File: src/design/tspg_pkg.sv
// ----------------------------------------------------------------------------
// tspg_pkg
// Shared types and constants of the three-axis step pulse generator.
// ----------------------------------------------------------------------------
package tspg_pkg;

  localparam int unsigned NUM_AXES   = 3;
  localparam int unsigned AXIS_IDX_W = 2;
  localparam logic [AXIS_IDX_W-1:0] AXIS_X = 2'd0;
  localparam logic [AXIS_IDX_W-1:0] AXIS_Z = 2'd2;

  localparam int unsigned POS_W     = 16;
  localparam int unsigned RATE_W    = 16;
  localparam int unsigned CNT_W     = 33;
  localparam int unsigned CMP_W     = 16;
  localparam int unsigned CFG_IDX_W = 3;

  localparam int unsigned CLOCK_HZ   = 16000000;
  localparam int unsigned PRESCALE   = 8;
  localparam int unsigned HOME_START = 5000;

  localparam int unsigned MUL_W      = 32;
  localparam int unsigned PROD_W     = 2 * MUL_W;
  localparam int unsigned STEPS_W    = 32;
  localparam int unsigned SQ_W       = 34;
  localparam int unsigned RAD_W      = SQ_W + 16;
  localparam int unsigned ROOT_W     = RAD_W / 2;
  localparam int unsigned SQ_REM_W   = ROOT_W + 2;
  localparam int unsigned SQ_CNT_W   = $clog2(ROOT_W + 1);
  localparam int unsigned LHS_W      = ROOT_W + RATE_W;
  localparam int unsigned DIV_NW     = 56;
  localparam int unsigned DIV_DW     = 40;
  localparam int unsigned DIV_CNT_W  = $clog2(DIV_NW + 1);

  localparam logic [1:0] MODE_MOVE = 2'd0;
  localparam logic [1:0] MODE_HOME = 2'd1;
  localparam logic [1:0] MODE_TICK = 2'd2;
  localparam logic [1:0] MODE_NOP  = 2'd3;

  localparam logic [CFG_IDX_W-1:0] CFG_FEED     = 3'd0;
  localparam logic [CFG_IDX_W-1:0] CFG_X_MAX    = 3'd1;
  localparam logic [CFG_IDX_W-1:0] CFG_Y_MAX    = 3'd2;
  localparam logic [CFG_IDX_W-1:0] CFG_Z_MAX    = 3'd3;
  localparam logic [CFG_IDX_W-1:0] CFG_X_SPU    = 3'd4;
  localparam logic [CFG_IDX_W-1:0] CFG_Y_SPU    = 3'd5;
  localparam logic [CFG_IDX_W-1:0] CFG_Z_SPU    = 3'd6;
  localparam logic [CFG_IDX_W-1:0] CFG_POLARITY = 3'd7;

  typedef enum logic [4:0] {
    OP_NONE,
    OP_TICK,
    OP_CAPTURE,
    OP_SQ,
    OP_ACC,
    OP_SQRT_GO,
    OP_MUL_LX,
    OP_MUL_DF,
    OP_CMP,
    OP_MUL_STEPS,
    OP_LATCH_STEPS,
    OP_MUL_RATE,
    OP_RATE,
    OP_TAKE_F,
    OP_MUL_DEN,
    OP_DIV_DEN,
    OP_WRITE,
    OP_FINISH
  } op_e;

  typedef struct packed {
    logic [1:0]          mode;
    logic [POS_W-1:0]    target_x;
    logic [POS_W-1:0]    target_y;
    logic [POS_W-1:0]    target_z;
    logic [NUM_AXES-1:0] home_axes;
    logic [NUM_AXES-1:0] endstop_levels;
  } in_t;

  typedef struct packed {
    logic [NUM_AXES-1:0] step_levels;
    logic [NUM_AXES-1:0] dir_levels;
    logic [NUM_AXES-1:0] running_axes;
    logic                homing_active;
    logic                command_rejected;
  } out_t;

  typedef struct packed {
    op_e                   op;
    logic [AXIS_IDX_W-1:0] idx;
    logic                  out_load;
    logic                  rejected;
  } ctrl_cmd_t;

  typedef struct packed {
    logic                busy;
    logic [NUM_AXES-1:0] d_zero;
    logic                rate_direct;
    logic                f_special;
    logic                sqrt_busy;
    logic                div_busy;
  } dp_status_t;

endpackage

File: src/design/tspg_dp.sv
// ----------------------------------------------------------------------------
// tspg_dp
// Datapath: axis state, tick timers, shared multiplier, square root and divider.
// ----------------------------------------------------------------------------
module tspg_dp import tspg_pkg::*; (
  input  logic                 clk_i,
  input  logic                 rst_ni,
  input  ctrl_cmd_t            cmd_i,
  output dp_status_t           status_o,
  input  in_t                  in_i,
  input  logic                 cfg_valid_i,
  input  logic [CFG_IDX_W-1:0] cfg_index_i,
  input  logic [RATE_W-1:0]    cfg_data_i,
  output out_t                 out_o
);

  localparam logic [DIV_NW-1:0] ClockN   = DIV_NW'(CLOCK_HZ);
  localparam logic [DIV_NW-1:0] CmpLimit = DIV_NW'(1) << CMP_W;

  logic [RATE_W-1:0]   feed_q;
  logic [RATE_W-1:0]   max_q [NUM_AXES];
  logic [RATE_W-1:0]   spu_q [NUM_AXES];
  logic [NUM_AXES-1:0] pol_q;

  logic [POS_W-1:0]    pos_q   [NUM_AXES];
  logic [CNT_W-1:0]    hcnt_q  [NUM_AXES];
  logic [CNT_W-1:0]    hcnt_d  [NUM_AXES];
  logic [CNT_W-1:0]    hinc    [NUM_AXES];
  logic [CNT_W-1:0]    hlim_q  [NUM_AXES];
  logic [CMP_W-1:0]    cmp_q   [NUM_AXES];
  logic [CMP_W-1:0]    timer_q [NUM_AXES];
  logic [CMP_W-1:0]    timer_d [NUM_AXES];
  logic [NUM_AXES-1:0] run_q, run_d;
  logic                hom_q, hom_d;
  logic [NUM_AXES-1:0] pulse_q, pulse_d;
  logic [NUM_AXES-1:0] dir_q, dir_d;

  logic [POS_W-1:0]    cap_tgt  [NUM_AXES];
  logic [POS_W-1:0]    cap_base [NUM_AXES];
  logic [POS_W-1:0]    cap_dist [NUM_AXES];
  logic [NUM_AXES-1:0] cap_up;
  logic                cap_home;

  logic [POS_W-1:0]    tgt_q [NUM_AXES];
  logic [POS_W-1:0]    d_q   [NUM_AXES];
  logic [NUM_AXES-1:0] up_q;
  logic                home_cmd_q;
  logic [SQ_W-1:0]     acc_q;
  logic [LHS_W-1:0]    lhs_q;
  logic                bound_q;
  logic [STEPS_W-1:0]  steps_q;
  logic [DIV_NW-1:0]   f_q;

  logic [MUL_W-1:0]    mul_a, mul_b;
  logic [PROD_W-1:0]   prod, p_q;
  logic                mul_en;

  logic [RAD_W-1:0]    rad_q;
  logic [SQ_REM_W-1:0] srem_q;
  logic [ROOT_W-1:0]   root_q;
  logic [SQ_CNT_W-1:0] scnt_q;
  logic [SQ_REM_W+1:0] srem_sh;
  logic [SQ_REM_W-1:0] strial;

  logic [DIV_NW-1:0]    dnum_q;
  logic [DIV_DW-1:0]    dden_q;
  logic [DIV_DW-1:0]    drem_q;
  logic [DIV_CNT_W-1:0] dcnt_q;
  logic [DIV_DW:0]      drem_sh;
  logic                 div_start;
  logic [DIV_NW-1:0]    div_num;
  logic [DIV_DW-1:0]    div_den;

  logic                rate_direct;
  logic [DIV_NW-1:0]   q_m1;
  logic [CMP_W-1:0]    cmp_new;
  logic [AXIS_IDX_W-1:0] idx;

  out_t out_q;

  assign idx = cmd_i.idx;
  assign cap_home = (in_i.mode == MODE_HOME);
  assign rate_direct = home_cmd_q || (idx == AXIS_Z);

  always_comb begin
    cap_tgt[0] = in_i.target_x;
    cap_tgt[1] = in_i.target_y;
    cap_tgt[2] = in_i.target_z;
    for (int i = 0; i < NUM_AXES; i++) begin
      cap_base[i] = pos_q[i];
      if (cap_home) begin
        cap_tgt[i]  = in_i.home_axes[i] ? '0 : pos_q[i];
        cap_base[i] = in_i.home_axes[i] ? POS_W'(HOME_START) : pos_q[i];
      end
      cap_up[i]   = cap_tgt[i] > cap_base[i];
      cap_dist[i] = cap_up[i] ? cap_tgt[i] - cap_base[i] : cap_base[i] - cap_tgt[i];
    end
  end

  always_comb begin
    mul_a  = '0;
    mul_b  = '0;
    mul_en = 1'b1;
    unique case (cmd_i.op)
      OP_SQ: begin
        mul_a = MUL_W'(d_q[idx]);
        mul_b = MUL_W'(d_q[idx]);
      end
      OP_MUL_LX: begin
        mul_a = MUL_W'(root_q);
        mul_b = MUL_W'(max_q[0]);
      end
      OP_MUL_DF: begin
        mul_a = MUL_W'(d_q[0]);
        mul_b = MUL_W'(feed_q);
      end
      OP_MUL_STEPS: begin
        mul_a = MUL_W'(d_q[idx]);
        mul_b = MUL_W'(spu_q[idx]);
      end
      OP_MUL_RATE: begin
        if (rate_direct) begin
          mul_a = MUL_W'(max_q[idx]);
          mul_b = MUL_W'(spu_q[idx]);
        end else if (bound_q) begin
          mul_a = steps_q;
          mul_b = MUL_W'(max_q[0]);
        end else begin
          mul_a = steps_q;
          mul_b = MUL_W'(feed_q);
        end
      end
      OP_MUL_DEN: begin
        mul_a = f_q[MUL_W-1:0];
        mul_b = MUL_W'(2 * PRESCALE);
      end
      default: mul_en = 1'b0;
    endcase
  end

  assign prod = mul_a * mul_b;

  always_comb begin
    div_start = 1'b0;
    div_num   = ClockN;
    div_den   = p_q[DIV_DW-1:0];
    if (cmd_i.op == OP_RATE && !rate_direct) begin
      div_start = 1'b1;
      if (bound_q) begin
        div_num = DIV_NW'(p_q[47:0]);
        div_den = DIV_DW'(d_q[0]);
      end else begin
        div_num = {p_q[47:0], 8'd0};
        div_den = DIV_DW'(root_q);
      end
    end else if (cmd_i.op == OP_DIV_DEN) begin
      div_start = 1'b1;
    end
  end

  assign drem_sh = {drem_q, dnum_q[DIV_NW-1]};
  assign srem_sh = {srem_q, rad_q[RAD_W-1 -: 2]};
  assign strial  = {root_q, 2'b01};

  assign q_m1 = dnum_q - DIV_NW'(1);
  always_comb begin
    if (f_q == '0) begin
      cmp_new = '1;
    end else if (f_q > ClockN || dnum_q == '0) begin
      cmp_new = '0;
    end else if (dnum_q > CmpLimit) begin
      cmp_new = '1;
    end else begin
      cmp_new = q_m1[CMP_W-1:0];
    end
  end

  always_comb begin
    run_d   = run_q;
    pulse_d = pulse_q;
    hom_d   = hom_q;
    dir_d   = dir_q;
    for (int i = 0; i < NUM_AXES; i++) begin
      timer_d[i] = timer_q[i];
      hcnt_d[i]  = hcnt_q[i];
      hinc[i]    = hcnt_q[i] + 1'b1;
    end
    unique case (cmd_i.op)
      OP_TICK: begin
        for (int i = 0; i < NUM_AXES; i++) begin
          if (run_q[i]) begin
            if (timer_q[i] != cmp_q[i]) begin
              timer_d[i] = timer_q[i] + 1'b1;
            end else begin
              timer_d[i] = '0;
              if (hinc[i] > hlim_q[i] || (hom_q && !in_i.endstop_levels[i])) begin
                run_d[i]  = 1'b0;
                hcnt_d[i] = '0;
              end else begin
                hcnt_d[i]  = hinc[i];
                pulse_d[i] = ~pulse_q[i];
              end
            end
          end
        end
        if (run_d == '0) begin
          hom_d = 1'b0;
        end
      end
      OP_WRITE: begin
        for (int i = 0; i < NUM_AXES; i++) begin
          if (AXIS_IDX_W'(i) == idx) begin
            dir_d[i]   = up_q[i] ? pol_q[i] : ~pol_q[i];
            run_d[i]   = 1'b1;
            pulse_d[i] = 1'b0;
            timer_d[i] = '0;
            hcnt_d[i]  = '0;
          end
        end
      end
      OP_FINISH: begin
        if (home_cmd_q) begin
          hom_d = (run_q != '0);
        end
      end
      default: ;
    endcase
  end

  always_ff @(posedge clk_i or negedge rst_ni) begin
    if (!rst_ni) begin
      feed_q <= RATE_W'(50);
      pol_q  <= '1;
      for (int i = 0; i < NUM_AXES; i++) begin
        max_q[i] <= RATE_W'(100);
        spu_q[i] <= RATE_W'(80);
      end
    end else if (cfg_valid_i) begin
      unique case (cfg_index_i)
        CFG_FEED:     feed_q   <= cfg_data_i;
        CFG_X_MAX:    max_q[0] <= cfg_data_i;
        CFG_Y_MAX:    max_q[1] <= cfg_data_i;
        CFG_Z_MAX:    max_q[2] <= cfg_data_i;
        CFG_X_SPU:    spu_q[0] <= cfg_data_i;
        CFG_Y_SPU:    spu_q[1] <= cfg_data_i;
        CFG_Z_SPU:    spu_q[2] <= cfg_data_i;
        CFG_POLARITY: pol_q    <= cfg_data_i[NUM_AXES-1:0];
        default: ;
      endcase
    end
  end

  always_ff @(posedge clk_i or negedge rst_ni) begin
    if (!rst_ni) begin
      run_q   <= '0;
      hom_q   <= 1'b0;
      pulse_q <= '0;
      dir_q   <= '1;
      for (int i = 0; i < NUM_AXES; i++) begin
        pos_q[i]   <= '0;
        hcnt_q[i]  <= '0;
        hlim_q[i]  <= '0;
        cmp_q[i]   <= '0;
        timer_q[i] <= '0;
      end
      scnt_q <= '0;
      dcnt_q <= '0;
    end else begin
      run_q   <= run_d;
      hom_q   <= hom_d;
      pulse_q <= pulse_d;
      dir_q   <= dir_d;
      for (int i = 0; i < NUM_AXES; i++) begin
        hcnt_q[i]  <= hcnt_d[i];
        timer_q[i] <= timer_d[i];
        if (cmd_i.op == OP_WRITE && AXIS_IDX_W'(i) == idx) begin
          pos_q[i]  <= tgt_q[i];
          hlim_q[i] <= {steps_q, 1'b0};
          cmp_q[i]  <= cmp_new;
        end
      end
      if (cmd_i.op == OP_SQRT_GO) begin
        scnt_q <= SQ_CNT_W'(ROOT_W);
      end else if (scnt_q != '0) begin
        scnt_q <= scnt_q - 1'b1;
      end
      if (div_start) begin
        dcnt_q <= DIV_CNT_W'(DIV_NW);
      end else if (dcnt_q != '0) begin
        dcnt_q <= dcnt_q - 1'b1;
      end
    end
  end

  always_ff @(posedge clk_i) begin
    if (mul_en) begin
      p_q <= prod;
    end
    if (cmd_i.out_load) begin
      out_q.step_levels      <= pulse_d;
      out_q.dir_levels       <= dir_d;
      out_q.running_axes     <= run_d;
      out_q.homing_active    <= hom_d;
      out_q.command_rejected <= cmd_i.rejected;
    end
    unique case (cmd_i.op)
      OP_CAPTURE: begin
        for (int i = 0; i < NUM_AXES; i++) begin
          tgt_q[i] <= cap_tgt[i];
          d_q[i]   <= cap_dist[i];
        end
        up_q       <= cap_up;
        home_cmd_q <= cap_home;
        acc_q      <= '0;
      end
      OP_ACC:         acc_q   <= acc_q + SQ_W'(p_q[MUL_W-1:0]);
      OP_MUL_DF:      lhs_q   <= p_q[LHS_W-1:0];
      OP_CMP:         bound_q <= lhs_q < LHS_W'({p_q[MUL_W-1:0], 8'd0});
      OP_LATCH_STEPS: steps_q <= p_q[STEPS_W-1:0];
      OP_RATE: begin
        if (rate_direct) begin
          f_q <= p_q[DIV_NW-1:0];
        end
      end
      OP_TAKE_F:      f_q     <= dnum_q;
      default: ;
    endcase
    if (cmd_i.op == OP_SQRT_GO) begin
      rad_q  <= {acc_q, 16'd0};
      srem_q <= '0;
      root_q <= '0;
    end else if (scnt_q != '0) begin
      rad_q <= rad_q << 2;
      if (srem_sh >= (SQ_REM_W + 2)'(strial)) begin
        srem_q <= SQ_REM_W'(srem_sh - (SQ_REM_W + 2)'(strial));
        root_q <= {root_q[ROOT_W-2:0], 1'b1};
      end else begin
        srem_q <= srem_sh[SQ_REM_W-1:0];
        root_q <= {root_q[ROOT_W-2:0], 1'b0};
      end
    end
    if (div_start) begin
      dnum_q <= div_num;
      dden_q <= div_den;
      drem_q <= '0;
    end else if (dcnt_q != '0) begin
      if (drem_sh >= {1'b0, dden_q}) begin
        drem_q <= DIV_DW'(drem_sh - {1'b0, dden_q});
        dnum_q <= {dnum_q[DIV_NW-2:0], 1'b1};
      end else begin
        drem_q <= drem_sh[DIV_DW-1:0];
        dnum_q <= {dnum_q[DIV_NW-2:0], 1'b0};
      end
    end
  end

  always_comb begin
    status_o.busy        = (run_q != '0);
    for (int i = 0; i < NUM_AXES; i++) begin
      status_o.d_zero[i] = (d_q[i] == '0);
    end
    status_o.rate_direct = rate_direct;
    status_o.f_special   = (f_q == '0) || (f_q > ClockN);
    status_o.sqrt_busy   = (scnt_q != '0);
    status_o.div_busy    = (dcnt_q != '0);
  end

  assign out_o = out_q;

endmodule

File: src/design/tspg_ctrl.sv
// ----------------------------------------------------------------------------
// tspg_ctrl
// Controller: request handshakes and the sequence that starts a motion.
// ----------------------------------------------------------------------------
module tspg_ctrl import tspg_pkg::*; (
  input  logic       clk_i,
  input  logic       rst_ni,
  input  logic       in_valid_i,
  output logic       in_ready_o,
  input  logic [1:0] mode_i,
  output logic       out_valid_o,
  input  logic       out_ready_i,
  output ctrl_cmd_t  cmd_o,
  input  dp_status_t status_i
);

  typedef enum logic [4:0] {
    S_IDLE,
    S_SQ,
    S_ACC,
    S_SQRT_GO,
    S_SQRT_W,
    S_CMP_A,
    S_CMP_B,
    S_CMP_C,
    S_AXIS,
    S_LATCH,
    S_RATE_MUL,
    S_RATE,
    S_RATE_W,
    S_TAKE,
    S_CHECK,
    S_DEN_GO,
    S_DEN_W,
    S_WRITE,
    S_FINISH
  } state_e;

  state_e                state_q, state_d;
  logic [AXIS_IDX_W-1:0] idx_q, idx_d;
  logic                  out_valid_q, out_valid_d;
  logic                  in_fire;

  assign in_ready_o = (state_q == S_IDLE) && (!out_valid_q || out_ready_i);
  assign in_fire    = in_valid_i && in_ready_o;

  always_comb begin
    state_d        = state_q;
    idx_d          = idx_q;
    cmd_o.op       = OP_NONE;
    cmd_o.idx      = idx_q;
    cmd_o.out_load = 1'b0;
    cmd_o.rejected = 1'b0;
    unique case (state_q)
      S_IDLE: begin
        if (in_fire) begin
          cmd_o.out_load = 1'b1;
          unique case (mode_i) inside
            MODE_MOVE, MODE_HOME: begin
              if (status_i.busy) begin
                cmd_o.rejected = 1'b1;
              end else begin
                cmd_o.out_load = 1'b0;
                cmd_o.op       = OP_CAPTURE;
                idx_d          = AXIS_X;
                state_d        = S_SQ;
              end
            end
            MODE_TICK: cmd_o.op = OP_TICK;
            default: ;
          endcase
        end
      end
      S_SQ: begin
        cmd_o.op = OP_SQ;
        state_d  = S_ACC;
      end
      S_ACC: begin
        cmd_o.op = OP_ACC;
        if (idx_q == AXIS_Z) begin
          state_d = S_SQRT_GO;
        end else begin
          idx_d   = idx_q + 1'b1;
          state_d = S_SQ;
        end
      end
      S_SQRT_GO: begin
        cmd_o.op = OP_SQRT_GO;
        state_d  = S_SQRT_W;
      end
      S_SQRT_W: begin
        if (!status_i.sqrt_busy) begin
          state_d = S_CMP_A;
        end
      end
      S_CMP_A: begin
        cmd_o.op = OP_MUL_LX;
        state_d  = S_CMP_B;
      end
      S_CMP_B: begin
        cmd_o.op = OP_MUL_DF;
        state_d  = S_CMP_C;
      end
      S_CMP_C: begin
        cmd_o.op = OP_CMP;
        idx_d    = AXIS_X;
        state_d  = S_AXIS;
      end
      S_AXIS: begin
        if (status_i.d_zero[idx_q]) begin
          if (idx_q == AXIS_Z) begin
            state_d = S_FINISH;
          end else begin
            idx_d = idx_q + 1'b1;
          end
        end else begin
          cmd_o.op = OP_MUL_STEPS;
          state_d  = S_LATCH;
        end
      end
      S_LATCH: begin
        cmd_o.op = OP_LATCH_STEPS;
        state_d  = S_RATE_MUL;
      end
      S_RATE_MUL: begin
        cmd_o.op = OP_MUL_RATE;
        state_d  = S_RATE;
      end
      S_RATE: begin
        cmd_o.op = OP_RATE;
        state_d  = status_i.rate_direct ? S_CHECK : S_RATE_W;
      end
      S_RATE_W: begin
        if (!status_i.div_busy) begin
          state_d = S_TAKE;
        end
      end
      S_TAKE: begin
        cmd_o.op = OP_TAKE_F;
        state_d  = S_CHECK;
      end
      S_CHECK: begin
        if (status_i.f_special) begin
          state_d = S_WRITE;
        end else begin
          cmd_o.op = OP_MUL_DEN;
          state_d  = S_DEN_GO;
        end
      end
      S_DEN_GO: begin
        cmd_o.op = OP_DIV_DEN;
        state_d  = S_DEN_W;
      end
      S_DEN_W: begin
        if (!status_i.div_busy) begin
          state_d = S_WRITE;
        end
      end
      S_WRITE: begin
        cmd_o.op = OP_WRITE;
        if (idx_q == AXIS_Z) begin
          state_d = S_FINISH;
        end else begin
          idx_d   = idx_q + 1'b1;
          state_d = S_AXIS;
        end
      end
      S_FINISH: begin
        cmd_o.op       = OP_FINISH;
        cmd_o.out_load = 1'b1;
        state_d        = S_IDLE;
      end
      default: state_d = S_IDLE;
    endcase
  end

  always_comb begin
    if (cmd_o.out_load) begin
      out_valid_d = 1'b1;
    end else if (out_ready_i) begin
      out_valid_d = 1'b0;
    end else begin
      out_valid_d = out_valid_q;
    end
  end

  always_ff @(posedge clk_i or negedge rst_ni) begin
    if (!rst_ni) begin
      state_q     <= S_IDLE;
      idx_q       <= AXIS_X;
      out_valid_q <= 1'b0;
    end else begin
      state_q     <= state_d;
      idx_q       <= idx_d;
      out_valid_q <= out_valid_d;
    end
  end

  assign out_valid_o = out_valid_q;

  a_start_seq: assert property (@(posedge clk_i) disable iff (!rst_ni)
    (in_fire && (mode_i == MODE_MOVE || mode_i == MODE_HOME) && !status_i.busy)
      |=> (state_q == S_SQ))
    else $error("accepted command did not start the sequence");

  a_tick_result: assert property (@(posedge clk_i) disable iff (!rst_ni)
    (in_fire && mode_i == MODE_TICK) |=> out_valid_q)
    else $error("tick request produced no result");

  a_finish_slot_free: assert property (@(posedge clk_i) disable iff (!rst_ni)
    (state_q == S_FINISH) |-> !out_valid_q)
    else $error("result slot occupied at end of command");

  a_idx_range: assert property (@(posedge clk_i) disable iff (!rst_ni)
    idx_q != 2'd3)
    else $error("axis index out of range");

endmodule

File: src/design/three_axis_stepper_pulse_generator_core.sv
// ----------------------------------------------------------------------------
// three_axis_stepper_pulse_generator_core
// Step and direction pulse generator for three stepper axes.
// ----------------------------------------------------------------------------
// Requests enter on the in channel (valid/ready) and each one produces exactly
// one result on the out channel (valid/ready). A result register separates the
// two sides, so a new request is taken while the previous result is still
// waiting, as long as that result is taken in the same cycle.
// Tick, no-operation and rejected move or home requests give their result in
// the cycle after acceptance and can be accepted every cycle while the out
// channel takes each result. A move or home request that starts motion first
// finds the path length: it squares and sums the three axis distances and
// takes a bit-serial square root. Each moving X or Y axis of a move then
// takes two bit-serial divisions, and Z or any homing axis a single one; a
// step frequency of zero or above the clock skips the last division. In is
// not ready until the result of a move or home request is given.
// Configuration writes are always accepted and apply at once, also mid-command.
// While the receiver stalls the out channel, the result holds and in_ready_o
// stays low until that result is taken. Reset clears all axes, positions and
// timers and loads the register defaults; the block is ready right after reset.
// ----------------------------------------------------------------------------
module three_axis_stepper_pulse_generator_core import tspg_pkg::*; (
  input  logic                 clk_i,
  input  logic                 rst_ni,
  input  logic                 in_valid_i,
  output logic                 in_ready_o,
  input  in_t                  in_i,
  output logic                 out_valid_o,
  input  logic                 out_ready_i,
  output out_t                 out_o,
  input  logic                 cfg_valid_i,
  output logic                 cfg_ready_o,
  input  logic [CFG_IDX_W-1:0] cfg_index_i,
  input  logic [RATE_W-1:0]    cfg_data_i
);

  ctrl_cmd_t  cmd;
  dp_status_t status;

  assign cfg_ready_o = 1'b1;

  tspg_ctrl u_ctrl (
    .clk_i       (clk_i),
    .rst_ni      (rst_ni),
    .in_valid_i  (in_valid_i),
    .in_ready_o  (in_ready_o),
    .mode_i      (in_i.mode),
    .out_valid_o (out_valid_o),
    .out_ready_i (out_ready_i),
    .cmd_o       (cmd),
    .status_i    (status)
  );

  tspg_dp u_dp (
    .clk_i       (clk_i),
    .rst_ni      (rst_ni),
    .cmd_i       (cmd),
    .status_o    (status),
    .in_i        (in_i),
    .cfg_valid_i (cfg_valid_i),
    .cfg_index_i (cfg_index_i),
    .cfg_data_i  (cfg_data_i),
    .out_o       (out_o)
  );

endmodule
File: config.mk
export PLATFORM = sky130hd
export DESIGN_NAME = three_axis_stepper_pulse_generator_core
export DESIGN_NICKNAME = d
export VERILOG_FILES = /design/src/design/tspg_pkg.sv /design/src/design/tspg_dp.sv /design/src/design/tspg_ctrl.sv /design/src/design/three_axis_stepper_pulse_generator_core.sv
export SDC_FILE = /design/constraint.sdc
export NUM_CORES = 2
export LEC_CHECK = 0
export ABC_AREA = 1
export BUFFER_PORTS_ARGS = -buffer_cell sky130_fd_sc_hd__buf_4
export CORE_UTILIZATION = 50
export CTS_CLUSTER_SIZE = 30
export DETAILED_ROUTE_END_ITERATION = 10
export PLACE_DENSITY_LB_ADDON = 0.15
export SYNTH_ARGS = -nofsm -noshare
export SYNTH_HDL_FRONTEND = slang
export SYNTH_SLANG_ARGS = --single-unit
File: constraint.sdc
create_clock -name clk_i -period 12.9 [get_ports clk_i]
set_clock_uncertainty 0.2 [all_clocks]
set_input_delay 1.29 -clock clk_i [delete_from_list [all_inputs] [get_ports clk_i]]
set_output_delay 1.29 -clock clk_i [all_outputs]
set_load 0.005 [all_outputs]
==> metrics.md <==
| Metric | Value |
|---|---|
| Run status | finished, final reports clean |
| Area of the multi-input gates | between 40000 and 50000 um^2 |
| Area leader, netlist | edfxtp_1 |
| Yosys top cell area share | 16.7% |
| Worst Path Required | 13.15 ns |
| Syn_nets | 11200 |
| Ports | between 90 and 100 |
| Final setup fails | 0 |
| DR WL/cell | 21.1 um |
| Slew margin rel. | 12.1% |
| Switching Fraction | 27.1% |
| Achievable Freq | slightly above 0.09 GHz |
| CP arrival | 10.94 ns |
| H-tree depth | 3 |
| Post-synth EDFFs | 448 |
| Pin count of the biggest net entering global routing | roughly 160 |
| Critical path launch point type | flip-flop |
| Class of the worst hold path | reg2reg |
| Initial core utilization | 50.3% |
| Final GP Congestion | 1.03 |
| Setup Fix Bufs, Post-CTS | 0 |
| # fillers | between 15000 and 20000 |
| First-pass GRT wire length | between 400 and 500 mm |
| Worst Setup End Kind | flip-flop |
| Pre-antenna DRT Iters | 6 |
| Nets | between 10000 and 15000 |
| Crit-path max FO | 61 |
| Die Y | about 400 um |
| Hold slack | around 0.24 ns |
| Top cells by area, synth | edfxtp_1 (17%), dfrtp_1 (14%), nand2_1 (11%) |
| Row cnt | approximately 150 |
| WS Path Type | reg2reg |
| Hold_buf cts | 0 |
| Layout area overhead | 8.21% |
| DRC Markers | 0 |
| Worst Max-Slew Pin Slew | 1.30 ns |
| Min-delay src | u_dp.tgt_q[2][1] |
| Core Area | about 160000 um^2 |
| Critical path's slowest cell | buf_4 |
| Clk_lat worst skew | 0.78 ns |
| Post-DP HPWL | 199 mm |
| Post-synth ARST share | 47.2% |
| Chip Width | 404 um |
| RSZ-0062 raised after global routing | no |
| Synth Instances | 10100 |
| Tcrit/Tclk final | 82.9% |
| Max-slew violations | 0 |
| Clock buffer count from CTS | approximately 120 |
| CTS tree | built |
| Delay of the slowest critical-path stage | 0.63 ns |
| CP delay by family, top | adder cells |
| Via count | 68800 |
| Psw | 2.22 mW |
| Flip-flop and latch area | 27400 um^2 |
| Most common library cells after synthesis | nand2_1 (2393), inv_1 (1811), nor2_1 (834) |
| Crit path time final | 10.69 ns |
| Max-cap check violation count | 0 |
| Buffers on Ports | 92 |
| FF-to-FF End | u_dp.p_q[23] |
| R2R cell count | 29 |
| Total clock sinks | 1023 |
| Clock network power share | 43.4% |
| R2R Setup Slk | 2.21 ns |
| Buf/Inv on CP | 10 |
| PwrDens | 93.7 nW/um^2 |
| Initial antenna violation count | 9 |
| #FFs+latches synth | 1023 |
| Mapped cell area | 80700 um^2 |
| DRT iter0 DRCs | 6611 |
| Clock buffer depth | 3 |
| Fin. Hold Viols | 0 |
| Clk root buf | clkbuf_16 |
| Hold endpoint | u_dp.pos_q[1] |
| Setup_tns | 0 ns |
| Internal | approximately 6.0 mW |
| Vias in the first global route | 67400 |
| CTS resizes | 0 |
| WHS Path Cells | 2 |
| Syn avg cell area | ~8.0 um^2 |
| Layout cell share with drive strength beyond 1 | around 6.0% |
| Sequential-to-total area share from yosys stat | 34.0% |
| Via/cell ratio | 5.57 |
| Combinational Power Share | 11.4% |
| Synth warnings | 0 |
| Die area | 163000 um^2 |
| GRT Resource Usage Total | 31.9% |
| Main synth FF type | dfrtp_1 |
| Count leader, synth | nand2_1 |
| Unique cell type count in the Yosys netlist | 83 |
| Routed WL | 261 mm |
| Clock slew at reported path FFs | 0.06 ns |
| Total gr overflow | 0 |
| Reg-to-reg startpoint | u_dp.bound_q |
| Leakage power | 43.3 nW |
| Sequential cell fraction of total power | 45.2% |
| ANT nets after route | 0 |
| Peak VDD IR | 0.124 mV |
-- per-layer routing --
metal / up-vias / wire length [um] / track usage [%] / part of all wire (%)
li1: 32400 / - / - / -
met1: 33300 / 109000 / 42.6 / 42
met2: 2656 / 119000 / 51.1 / 45
met3: 514 / 20700 / 5.47 / 7.9
met4: 8 / 12900 / 13.7 / 4.9
met5: - / 55 / 0 / 0.021
-- layout by cell type (no fill, tap or decap), types with 88 or more instances in the layout --
cell and count:
a21oi_1 456, buf_4 161, clkbuf_16 121, dfrtp_1 458
dfxtp_1 92, edfxtp_1 448, fa_1 427, ha_1 598
inv_1 1809, nand2_1 2390, nand3_1 266, nor2_1 829
nor3_1 125, o211ai_1 88, o21ai_0 687, o22ai_1 131
xor2_1 229
-- flip-flops by register name, indices dropped and copies added (netlist names), 51 cells and up --
register	count
u_dp.hlim_q	96
u_dp.hcnt_q	99
u_dp.f_q	56
u_dp.dnum_q	56
u_dp.p_q	51
-- logic make-up (layout without fill, tap and decap cells) --
logic type / Yosys count / after routing / synth area share, %
adders and majority gates: 1025 / 1025 / 19.9
and+or+nand+nor: 3931 / 3931 / 20.3
DFF: 1023 / 1023 / 34.0
other: 1 / 4 / 0.00465
xor gates and xnor gates: 300 / 300 / 3.26
AOI/OAI and AO/OA: 1676 / 1676 / 12.0
buffers and inverters: 2184 / 2247 / 10.5
muxes: 1 / 1 / 0.0124
-- worst min-delay path, stage by stage (launching register included) --
cell,delay (ns)
edfxtp_1,0.32
nand2_1,0.05
nand2_1,0.04
-- how the worst max path moves through the flow --
stage                 startpoint            end  slack, ns  cells past startpoint
floorplan            out_ready_i  u_dp.acc_q[0]       2.60                      7
global placement    u_dp.bound_q   u_dp.p_q[23]       2.78                     29
detailed placement  u_dp.bound_q   u_dp.p_q[23]       2.60                     29
CTS                 u_dp.bound_q   u_dp.p_q[23]       2.47                     29
global route        u_dp.bound_q   u_dp.p_q[23]       1.92                     29
finish              u_dp.bound_q   u_dp.p_q[23]       2.21                     29
-- area by class of cell --
cell class / instances / area share [%]
Antenna cell: 3 / 0.00860
Clock buffer: 172 / 3.96
Clock inverter: 50 / 0.731
Inverter: 1861 / 8.00
Multi-Input combinational cell: 6934 / 51.4
Sequential cell: 1023 / 31.4
Tap cell: 2160 / 3.09
Timing Repair Buffer: 164 / 1.45
-- metrics by stage --
| stage | power [mW] | setup WS (ns) | instance area (um^2) | cells | util (%) |
|---|---|---|---|---|---|
| final | 8.18 | 2.21 | 87300 | 12400 | 54.4 |
| after floorplan | 4.37 | 2.60 | 80700 | 10100 | - |
| after global placement | 4.66 | 2.78 | 83200 | 12100 | 51.9 |
| after detailed placement | 4.68 | 2.60 | 83200 | 12100 | 51.9 |
| after global routing | 8.48 | 1.92 | 87300 | 12400 | 54.4 |
| after CTS | 8.22 | 2.47 | 87300 | 12400 | 54.4 |
-- power by group through the flow --
stage	clock, mW	sequential, mW	combinational, mW
after detailed placement	0	3.76	0.928
after global routing	3.71	3.72	1.05
final	3.55	3.70	0.934
after global placement	0	3.75	0.905
after floorplan	0	3.71	0.659
after CTS	3.59	3.69	0.933
Note: power is estimated with default switching activity, not from simulation.
